===== src/rtl/core/fem_pkg.sv =====
// Shared types and constants of the element-wise floating-point multiplier.
package fem_pkg;

	typedef enum logic [1:0] {
		KIND_NUM,
		KIND_ZERO,
		KIND_INF,
		KIND_NAN
	} kind_t;

	localparam logic signed [9:0] BIAS32 = 10'sd127;
	localparam logic signed [9:0] BIAS16 = 10'sd15;
	localparam logic signed [9:0] EMAX32 = 10'sd255;
	localparam logic signed [9:0] EMAX16 = 10'sd31;
	localparam logic [9:0] SHIFT_BASE32 = 10'd23;
	localparam logic [9:0] SHIFT_BASE16 = 10'd36;
	localparam logic [9:0] SHIFT_CAP = 10'd50;
	localparam logic [31:0] QNAN32 = 32'h7FC0_0000;
	localparam logic [31:0] QNAN16 = 32'h0000_7E00;
	localparam logic [31:0] INF32 = 32'h7F80_0000;
	localparam logic [31:0] INF16 = 32'h0000_7C00;

	typedef struct packed {
		kind_t kind;
		logic sign;
		logic signed [9:0] ea;
		logic signed [9:0] eb;
		logic [23:0] ma;
		logic [23:0] mb;
	} unpacked_t;

	typedef struct packed {
		logic signed [9:0] be;
		logic [25:0] q;
		logic guard;
		logic sticky;
	} aligned_t;

endpackage


===== src/rtl/core/fem_unpack.sv =====
// Operand decode: field split, classification and subnormal normalization.
module fem_unpack (
	input logic fmt,
	input logic [31:0] factor_a,
	input logic [31:0] factor_b,
	output fem_pkg::unpacked_t op
);

	typedef struct packed {
		logic s;
		logic nan;
		logic inf;
		logic zero;
		logic signed [9:0] e;
		logic [23:0] m;
	} opnd_t;

	// Binary16 significands are left-aligned into the 24-bit field so that
	// one datapath serves both formats.
	function automatic opnd_t dec(input logic f16, input logic [31:0] v);
		opnd_t o;
		logic [7:0] x;
		logic [22:0] f;
		logic [23:0] m;
		logic [4:0] lz;
		logic xmax;
		if (f16) begin
			x = {3'b000, v[14:10]};
			f = {v[9:0], 13'b0};
			o.s = v[15];
			xmax = (v[14:10] == 5'h1F);
		end else begin
			x = v[30:23];
			f = v[22:0];
			o.s = v[31];
			xmax = (v[30:23] == 8'hFF);
		end
		m = {(x != 8'd0), f};
		lz = 5'd0;
		for (int i = 0; i < 24; i++) begin
			if (m[i]) begin
				lz = 5'(23 - i);
			end
		end
		o.nan = xmax && (f != 23'd0);
		o.inf = xmax && (f == 23'd0);
		o.zero = (x == 8'd0) && (f == 23'd0);
		o.m = m << lz;
		o.e = $signed({2'b00, (x == 8'd0) ? 8'd1 : x}) - $signed({5'b00000, lz});
		return o;
	endfunction

	opnd_t da;
	opnd_t db;

	always_comb begin
		da = dec(fmt, factor_a);
		db = dec(fmt, factor_b);
		op.sign = da.s ^ db.s;
		op.ea = da.e;
		op.eb = db.e;
		op.ma = da.m;
		op.mb = db.m;
		if (da.nan || db.nan || (da.inf && db.zero) || (db.inf && da.zero)) begin
			op.kind = fem_pkg::KIND_NAN;
		end else if (da.inf || db.inf) begin
			op.kind = fem_pkg::KIND_INF;
		end else if (da.zero || db.zero) begin
			op.kind = fem_pkg::KIND_ZERO;
		end else begin
			op.kind = fem_pkg::KIND_NUM;
		end
	end

endmodule


===== src/rtl/core/fem_align.sv =====
// Product alignment: exponent fix-up, underflow shift, guard and sticky bits.
module fem_align (
	input logic fmt,
	input logic [47:0] prod,
	input logic signed [9:0] esum,
	output fem_pkg::aligned_t al
);

	logic signed [9:0] be;
	logic [9:0] sh;
	logic [5:0] shr;
	logic [63:0] pw;
	logic [63:0] x;
	logic [63:0] mask;

	always_comb begin
		be = esum + $signed({9'd0, prod[47]});
		sh = (fmt ? fem_pkg::SHIFT_BASE16 : fem_pkg::SHIFT_BASE32) + {9'd0, prod[47]};
		if (be < 10'sd1) begin
			sh = sh + 10'(10'sd1 - be);
		end
		if (sh > fem_pkg::SHIFT_CAP) begin
			sh = fem_pkg::SHIFT_CAP;
		end
		shr = 6'(sh - 10'd1);
		pw = {16'd0, prod};
		x = pw >> shr;
		mask = (64'd1 << shr) - 64'd1;
		al.be = be;
		al.q = x[26:1];
		al.guard = x[0];
		al.sticky = |(pw & mask);
	end

endmodule


===== src/rtl/core/fem_round.sv =====
// Rounding to nearest-even, packing, overflow and special-value selection.
module fem_round (
	input logic fmt,
	input logic sign,
	input fem_pkg::kind_t kind,
	input fem_pkg::aligned_t al,
	output logic [31:0] result
);

	logic [25:0] qr;
	logic [33:0] bexp;
	logic [33:0] bits;
	logic ovf;
	logic [31:0] mag;
	logic [31:0] sbit;

	always_comb begin
		qr = al.q + {25'd0, al.guard & (al.sticky | al.q[0])};
		bexp = 34'(unsigned'(al.be - 10'sd1));
		if (al.be >= 10'sd1) begin
			bits = (fmt ? (bexp << 10) : (bexp << 23)) + {8'd0, qr};
		end else begin
			bits = {8'd0, qr};
		end
		ovf = (al.be >= (fmt ? fem_pkg::EMAX16 : fem_pkg::EMAX32))
			|| (bits >= {2'b00, (fmt ? fem_pkg::INF16 : fem_pkg::INF32)});
		sbit = fmt ? {16'd0, sign, 15'd0} : {sign, 31'd0};
		mag = ovf ? (fmt ? fem_pkg::INF16 : fem_pkg::INF32) : bits[31:0];
		unique case (kind)
			fem_pkg::KIND_NAN: result = fmt ? fem_pkg::QNAN16 : fem_pkg::QNAN32;
			fem_pkg::KIND_INF: result = sbit | (fmt ? fem_pkg::INF16 : fem_pkg::INF32);
			fem_pkg::KIND_ZERO: result = sbit;
			default: result = sbit | mag;
		endcase
	end

endmodule


===== src/rtl/core/elementwise_float_multiplier.sv =====
// Top level: four-stage IEEE 754 binary32/binary16 multiplier on a stream interface.
// Items pass the stage 1 to 4 registers in order; throughput is one item per cycle
// unless the master side stalls. The 24x24 significand multiply sets the stage depth.
// Each stage advances when it is empty or the stage after it moves, so bubbles close up.
// Reset (arst_n low) empties every stage and sets number_format to binary32.
// Payload registers are not reset; only the valid bits and the format register are.
module elementwise_float_multiplier (
	input logic clk,
	input logic arst_n,
	input logic cfg_we,
	input logic cfg_wdata,               // number_format: 0 binary32, 1 binary16
	input logic s_axis_tvalid,
	output logic s_axis_tready,
	input logic [63:0] s_axis_tdata,     // [31:0] factor_a, [63:32] factor_b
	input logic s_axis_tlast,            // last_element
	output logic m_axis_tvalid,
	input logic m_axis_tready,
	output logic [31:0] m_axis_tdata,    // [31:0] product_bits
	output logic m_axis_tlast            // product_last
);

	logic number_format_q;

	// Stage 1: decoded operands.
	logic v_s1, fmt_s1, last_s1;
	fem_pkg::unpacked_t op_s1;
	// Stage 2: raw significand product and exponent sum.
	logic v_s2, fmt_s2, last_s2, sign_s2;
	fem_pkg::kind_t kind_s2;
	logic [47:0] prod_s2;
	logic signed [9:0] esum_s2;
	// Stage 3: aligned product with rounding bits.
	logic v_s3, fmt_s3, last_s3, sign_s3;
	fem_pkg::kind_t kind_s3;
	fem_pkg::aligned_t al_s3;
	// Stage 4: output register.
	logic v_s4, fmt_s4, last_s4;
	logic [31:0] res_s4;

	logic rdy1, rdy2, rdy3, rdy4;
	fem_pkg::unpacked_t op_d;
	fem_pkg::aligned_t al_d;
	logic [31:0] res_d;

	// Each stage takes a new item when it is empty or its current item moves on.
	assign rdy4 = !v_s4 || m_axis_tready;
	assign rdy3 = !v_s3 || rdy4;
	assign rdy2 = !v_s2 || rdy3;
	assign rdy1 = !v_s1 || rdy2;
	assign s_axis_tready = rdy1;

	always_ff @(posedge clk or negedge arst_n) begin
		if (!arst_n) begin
			number_format_q <= 1'b0;
		end else if (cfg_we) begin
			number_format_q <= cfg_wdata;
		end
	end

	fem_unpack u_unpack (
		.fmt(number_format_q),
		.factor_a(s_axis_tdata[31:0]),
		.factor_b(s_axis_tdata[63:32]),
		.op(op_d)
	);

	fem_align u_align (
		.fmt(fmt_s2),
		.prod(prod_s2),
		.esum(esum_s2),
		.al(al_d)
	);

	fem_round u_round (
		.fmt(fmt_s3),
		.sign(sign_s3),
		.kind(kind_s3),
		.al(al_s3),
		.result(res_d)
	);

	always_ff @(posedge clk or negedge arst_n) begin
		if (!arst_n) begin
			v_s1 <= 1'b0;
			v_s2 <= 1'b0;
			v_s3 <= 1'b0;
			v_s4 <= 1'b0;
		end else begin
			if (rdy1) v_s1 <= s_axis_tvalid;
			if (rdy2) v_s2 <= v_s1;
			if (rdy3) v_s3 <= v_s2;
			if (rdy4) v_s4 <= v_s3;
		end
	end

	always_ff @(posedge clk) begin
		if (rdy1) begin
			op_s1 <= op_d;
			fmt_s1 <= number_format_q;
			last_s1 <= s_axis_tlast;
		end
		if (rdy2) begin
			prod_s2 <= op_s1.ma * op_s1.mb;
			esum_s2 <= op_s1.ea + op_s1.eb - (fmt_s1 ? fem_pkg::BIAS16 : fem_pkg::BIAS32);
			kind_s2 <= op_s1.kind;
			sign_s2 <= op_s1.sign;
			fmt_s2 <= fmt_s1;
			last_s2 <= last_s1;
		end
		if (rdy3) begin
			al_s3 <= al_d;
			kind_s3 <= kind_s2;
			sign_s3 <= sign_s2;
			fmt_s3 <= fmt_s2;
			last_s3 <= last_s2;
		end
		if (rdy4) begin
			res_s4 <= res_d;
			fmt_s4 <= fmt_s3;
			last_s4 <= last_s3;
		end
	end

	assign m_axis_tvalid = v_s4;
	assign m_axis_tdata = res_s4;
	assign m_axis_tlast = last_s4;

	// The input side only stalls when every stage holds an item.
	a_full_when_stalled: assert property (@(posedge clk) disable iff (!arst_n)
		!s_axis_tready |-> (v_s1 && v_s2 && v_s3 && v_s4))
		else $error("input stalled with an empty stage");

	// A blocked middle stage keeps its item.
	a_s2_holds: assert property (@(posedge clk) disable iff (!arst_n)
		(v_s2 && !rdy2) |=> v_s2)
		else $error("stage two lost an item while stalled");

	// Binary16 results are zero-extended.
	a_f16_upper_zero: assert property (@(posedge clk) disable iff (!arst_n)
		(m_axis_tvalid && fmt_s4) |-> (m_axis_tdata[31:16] == 16'd0))
		else $error("binary16 result has nonzero upper half");

endmodule

===== config.mk =====
export PLATFORM = sky130hd
export DESIGN_NAME = elementwise_float_multiplier
export DESIGN_NICKNAME = d
export VERILOG_FILES = /design/src/rtl/core/fem_pkg.sv /design/src/rtl/core/fem_unpack.sv /design/src/rtl/core/fem_align.sv /design/src/rtl/core/fem_round.sv /design/src/rtl/core/elementwise_float_multiplier.sv
export SDC_FILE = /design/constraint.sdc
export NUM_CORES = 2
export LEC_CHECK = 0
export BUFFER_PORTS_ARGS = -buffer_cell sky130_fd_sc_hd__buf_2
export CORE_MARGIN = 1
export CORE_UTILIZATION = 35
export DETAILED_ROUTE_END_ITERATION = 8
export GPL_ROUTABILITY_DRIVEN = 0
export SLEW_MARGIN = 10
export SYNTH_ARGS = -nofsm -noshare
export SYNTH_HDL_FRONTEND = slang
export SYNTH_SLANG_ARGS = --single-unit

===== constraint.sdc =====
create_clock -name clk -period 11 [get_ports clk]
set_clock_uncertainty 0.15 [all_clocks]
set_input_delay 2.2 -clock clk [delete_from_list [all_inputs] [get_ports clk]]
set_output_delay 2.2 -clock clk [all_outputs]
set_load 0.005 [all_outputs]

# Word-level counts from Yosys, hierarchy flattened
# Index checks and enable logic that the tools add are counted.
word_totals:
  wordCells: 170
  reg_bits: 217
  inputBits: 71
  output_inout_bits: 35
op_classes:
  n_addsub: 13
  reduce_logical: 32
  n_mul: 1
  n_mux: 72
  eq_ne: 7
  bitwise: 6
  n_lt_le_gt_ge: 5
  n_shift: 4
op_table:
  columns: ["cell", "n"]
  rows:
  - ["two-way mux 5 bit", 48]
  - ["case mux 32 bit (3 select lines)", 1]
  - ["bitwise AND 48 x 64 -> 64 bit", 1]
  - ["two-way mux 32 bit", 2]
  - ["bitwise OR 32 bit", 2]
  - ["OR reduction 64 bit", 1]
  - ["<< shifter 1 x 6 -> 64 bit, first input constant", 1]
  - ["subtractor 64 x 1 -> 64 bit, second input constant", 1]
  - ["two-way mux 31 bit", 2]
  - ["multiplier 24 x 24 -> 48 bit", 1]
  - ["<< shifter 24 x 5 -> 24 bit", 2]
  - [">> shifter 48 x 6 -> 27 bit", 1]
  - ["zero test 23 bit", 2]
  - ["two-way mux 23 bit", 2]
  - ["nonzero test 23 bit", 2]
  - ["two-way mux 8 bit", 5]
  - ["adder 34 x 26 -> 34 bit", 1]
  - [">= comparator 34 x 32 -> 1 bit", 1]
  - ["two-way mux 34 bit", 1]
  - ["two-way mux 33 bit", 1]
  - ["adder 26 x 1 -> 26 bit", 1]
  - ["adder 10 bit", 2]
  - ["subtractor 8 x 5 -> 9 bit", 2]
  - ["equality test 8 bit, second input constant", 2]
  - ["other kinds (26)", 55]

# Logic depth before layout (Yosys ltp)
depth:
  ltp_word: 26
  mapped_depth: 37
  depth_no_buf: 31

# Modules after synthesis
# A second synthesis with hierarchy kept.
hier_totals:
  cells_unflattened: 4361
  hier_area_um2: 39148.8
by_module_without_submodules:
  columns: ["module", "area_each_um2", "n_inst", "cells_per_inst", "seq_area_each_um2"]
  rows:
  - ["elementwise_float_multiplier", 26183.9, 1, 2491, 6491.2]
  - ["fem_align", 5874.4, 1, 841, 0.0]
  - ["fem_unpack", 4297.9, 1, 635, 0.0]
  - ["fem_round", 2792.7, 1, 394, 0.0]

# Worst setup path after synthesis
# Ideal clock, no wire load.
synth_path:
  kind: "reg2reg"
  startpoint: "register prod_s2[47]"
  endpoint: "register al_s3[0] (netlist name), data pin"
  setup_time_ns: 0.269
  period_less_slack_ns: 7.903
  path_stages_with_launch: 38
  n_path_buf: 9
  required_ns: 10.581
  arrival_time_ns: 7.484
  setup_slack_ns: 3.097
  cell_sequence: "edfxtp_1 -> ha_1 -> buf_6 -> and4_1 -> nand2_1 -> xor2_1 -> ha_1 -> ha_1 -> and3b_1 -> a21oi_1 -> o2111ai_1 -> nor4_1 -> a21oi_1 -> buf_4 -> o32ai_1 -> buf_2 -> buf_4 -> buf_2 -> [... 2 more ...] -> o21ai_0 -> o21ai_0 -> or4b_4 -> a21o_4 -> buf_6 -> clkbuf_1 -> or3_1 -> ha_1 -> clkbuf_1 -> clkbuf_1 -> o2111ai_1 -> o21ai_0 -> a41oi_1 -> o211ai_1 -> nor4_1 -> nand4_1 -> a2111oi_0 -> nand2_1"
synth_rtl:
  columns: ["item", "line_no", "text"]
  rows:
  - ["start, declared", "elementwise_float_multiplier.sv:30", "logic [47:0] prod_s2;"]
  - ["start signal, assigned", "elementwise_float_multiplier.sv:103", "prod_s2 <= op_s1.ma * op_s1.mb;"]
  - ["end signal, assigned", "elementwise_float_multiplier.sv:111", "al_s3 <= al_d;"]
  - ["end, declared", "elementwise_float_multiplier.sv:35", "fem_pkg::aligned_t al_s3;"]

==> impl_summary.md <==
Critical path
The longest individual stage delay on the worst path is 0.88 ns. The cell with the largest stage delay on the worst path is a2111oi_0. The endpoint identified for the worst register-to-register timing path is al_s3[0]. Setup slack on the worst reg-to-reg path comes out at 2.06 ns.

The worst register-to-register path has a depth of 28. In this run the worst path has a maximum fanout of 23. The critical path startpoint is prod_s2[47]. In this run the critical register-to-register path is launched from prod_s2[47]. The worst setup path is captured at a register. The worst setup path is launched from a register. Data arrives at the worst endpoint at between 9 and 10 ns.

The start-to-end type of the worst setup path is reg2reg. The data required time of the worst path is 11.17 ns. By instance count, the cell type seen most on the critical path is ha_1. The capturing element of the worst setup path is al_s3[0].

Flow run
The total of max-cap violations is 0.

Detailed routing
In this run, the number of DRC markers left after iteration 0 of detailed routing was 2575. The routed design has between 100000 and 150000 um of wire. In this run the remaining antenna-violating nets after routing total 0. Dividing the detail-routed wire length by the instance count gives 19.6 um. The number of remaining DRC errors is 0. In the routed layout, each cell is associated on average with a via count of 5.46. The first-pass iteration count of the detailed router is 9. The via count is 30000.

Hold path
The worst hold path stage count is 0. The tightest min-delay check is of the reg2reg type.

Synthesis
After synthesis, the cell types taking the most area are fa_1, edfxtp_1, ha_1. After synthesis, the share of flip-flops with an asynchronous set or reset is 0.0233. The number of flops mapped to enable cells by yosys is 210. The per-instance average area after synthesis is 8.99 um^2. The gate count after technology mapping is 4128. For this run, the register share of the synthesized area comes to 0.173.

The cell type with the largest total area after synthesis is fa_1. The Yosys step of the flow raised 0 warnings. The fraction of synthesized cell area taken by the top area cell type is 0.263. The number of distinct library cells after synthesis is ~110.

After synthesis the cells add up to about 0.037 mm^2. The most used flip-flop cell after synthesis is edfxtp_1. The synthesized design contains roughly 220 register bits.

Die
The die is 328 um wide. The area of the die is 0.107 mm^2. The number of ports placed on the die boundary is 106. The initial utilization of the core area, before any placement, comes to 0.353.

The area of the placeable core is 0.105 mm^2. The number of cell rows is 119. The die height is 328 um.

STA
Summed over all failing endpoints, the final setup total negative slack is 0 ns. Setup violations remaining at the end of the flow were counted as 0. At the pin with the least slew margin, the transition time is approximately 1.3 ns.

After layout, the minimum clock period comes to 8.94 ns. The number of hold-slack violations in the final timing report is 0. Setup repair after global routing left no endpoint under its margin.

The fmax is 112 MHz. The count of final max-slew check failures came to 0. The worst pin sits at a relative slew slack of 0.144. In the finished design, the share of the clock period the worst path needs comes to 0.813.

Global route
The overall global routing resource usage is 0.202. The first-pass GRT wire length is 171000 um. The via count of the first global-routing pass is around 30000. The maximum number of pins on one net before global-route repair is 73. The number of antenna violations at the first check in global routing is 3. After global routing the overflow that remains totals 0.

CTS
The number of setup buffers added after CTS is 0. At the later pin of the worst-skew pair, clock insertion delay measures 0.58 ns. The number of hold buffers added after CTS was 0. The count of H-tree levels built during CTS is 1.

The maximum clock path buffer count is 3. The number of clock buffers added by TritonCTS is 25. The clock tree from TritonCTS is yes. Gates resized during post-CTS repair numbered 0. The root buffer cell is clkbuf_16. Clock-pin slew was measured on the worst setup and hold paths at 0.07 ns. The TritonCTS sink count is 215.

Layout
The top cell types in the final layout, fill and taps aside, are inv_1, nand2_1, fa_1, ha_1, and2_1. The sequential cells in the finished layout cover a total of 0.00643 mm^2. In the final layout, the share of cells above drive strength 1 is 0.0728.

The area added between synthesis and finish is 7.06%. The commonest non-fill, non-tap cell in the layout is inv_1. Summing all multi-input logic gate instances after layout gives roughly 0.028 mm^2. After the last flow step, the layout net total stands at 4899. The number of fill cells is 10700.

The final antenna diode count is 0.

Run status
The run finished with clean final reports.

Place
Port buffering added 105 buffers. The half-perimeter wire length after placement is 80300 um.
[sequential cells by signal, indices dropped and copies added (netlist names), 2 cells and up]
name	cells
al_s3	38
esum_s2	10
kind_s2	2
kind_s3	2
m_axis_tdata	32
op_s1	69
prod_s2	48
[metrics by stage]
stage	utilization	cells	hold slack (ns)	instance area, um^2	worst slack (ns)
final	0.377	5499	0.270	39700	2.06
after global routing	0.377	5499	0.272	39700	1.66
after CTS	0.377	5499	0.271	39700	2.44
after detailed placement	0.369	5453	0.255	38900	2.45
after global placement	0.369	5453	0.251	38900	2.54
after floorplan	-	4129	0.250	37100	3.10
[synthesized netlist by cell type (10+ instances only)]
| cell | number |
|---|---|
| or3_1 | 14 |
| and3_1 | 25 |
| nor2_1 | 189 |
| a31oi_1 | 15 |
| ha_1 | 251 |
| mux2_2 | 22 |
| o31ai_1 | 19 |
| a21o_1 | 33 |
| nand3_1 | 68 |
| a22oi_1 | 10 |
| edfxtp_1 | 210 |
| o21ai_0 | 126 |
| nor4_1 | 25 |
| buf_2 | 21 |
| xor2_1 | 37 |
| o211ai_1 | 31 |
| nor3_1 | 66 |
| nand4_1 | 28 |
| mux4_2 | 10 |
| mux2i_1 | 199 |
| a21oi_1 | 168 |
| nand2b_1 | 36 |
| a22o_1 | 16 |
| fa_1 | 488 |
| nand2_1 | 549 |
| o22ai_1 | 22 |
| clkbuf_1 | 172 |
| a211oi_1 | 32 |
| nor2b_1 | 32 |
| and2_1 | 243 |
| o2111ai_1 | 18 |
| buf_1 | 21 |
| o21a_1 | 27 |
| xnor2_1 | 87 |
| inv_1 | 579 |
| or2_2 | 13 |
| o21bai_1 | 15 |
[routing by layer]
layer | vias to the layer above | wire length, um | GRT usage
li1 | 13700 | - | -
met1 | 14800 | 46500 | 0.272
met2 | 1228 | 49400 | 0.327
met3 | 247 | 8720 | 0.0376
met4 | 0 | 3450 | 0.0611
met5 | - | 0 | 0
[cell families after synthesis]
| family | Yosys count | synth area share |
|---|---|---|
| XOR/XNOR | 124 | 0.0293 |
| other | 1 | 0.000101 |
| AND/OR/NAND/NOR | 1330 | 0.174 |
| flip-flops | 215 | 0.173 |
| adder cells (fa/ha/maj) | 739 | 0.348 |
| multiplexers | 234 | 0.0675 |
| AO/OA/AOI/OAI | 670 | 0.123 |
| buffers and inverters | 815 | 0.0855 |
[worst max-delay path: cells and delay by family (launching register included)]
family,cells,cell delay (ns)
compound gates,13,3.77
xor+xnor,1,0.20
fa+ha+maj,5,1.83
flops,1,0.56
mux,1,0.30
simple gates,8,1.85
[worst min path at each step]
stage	from	end	slack, ns
3_3_place_gp	last_s2	last_s3	0.25
3_5_place_dp	last_s1	last_s2	0.26
4_1_cts	last_s1	last_s2	0.27
6_report	last_s1	last_s2	0.27
2_1_floorplan	op_s1[69]	kind_s2[0]	0.25
5_1_grt	last_s1	last_s2	0.27
[area by class of cell]
type	count	share of cell area
clock buffer	26	0.0158
clock inverter	20	0.00539
inverter	583	0.0551
multi-input combinational	3099	0.693
sequential	215	0.162
tap	1391	0.0438
timing repair buffer	165	0.0246
Power is left out: the tool's default activity adds up to more than one toggle a clock period on the data nets, which glitch-free logic cannot reach.
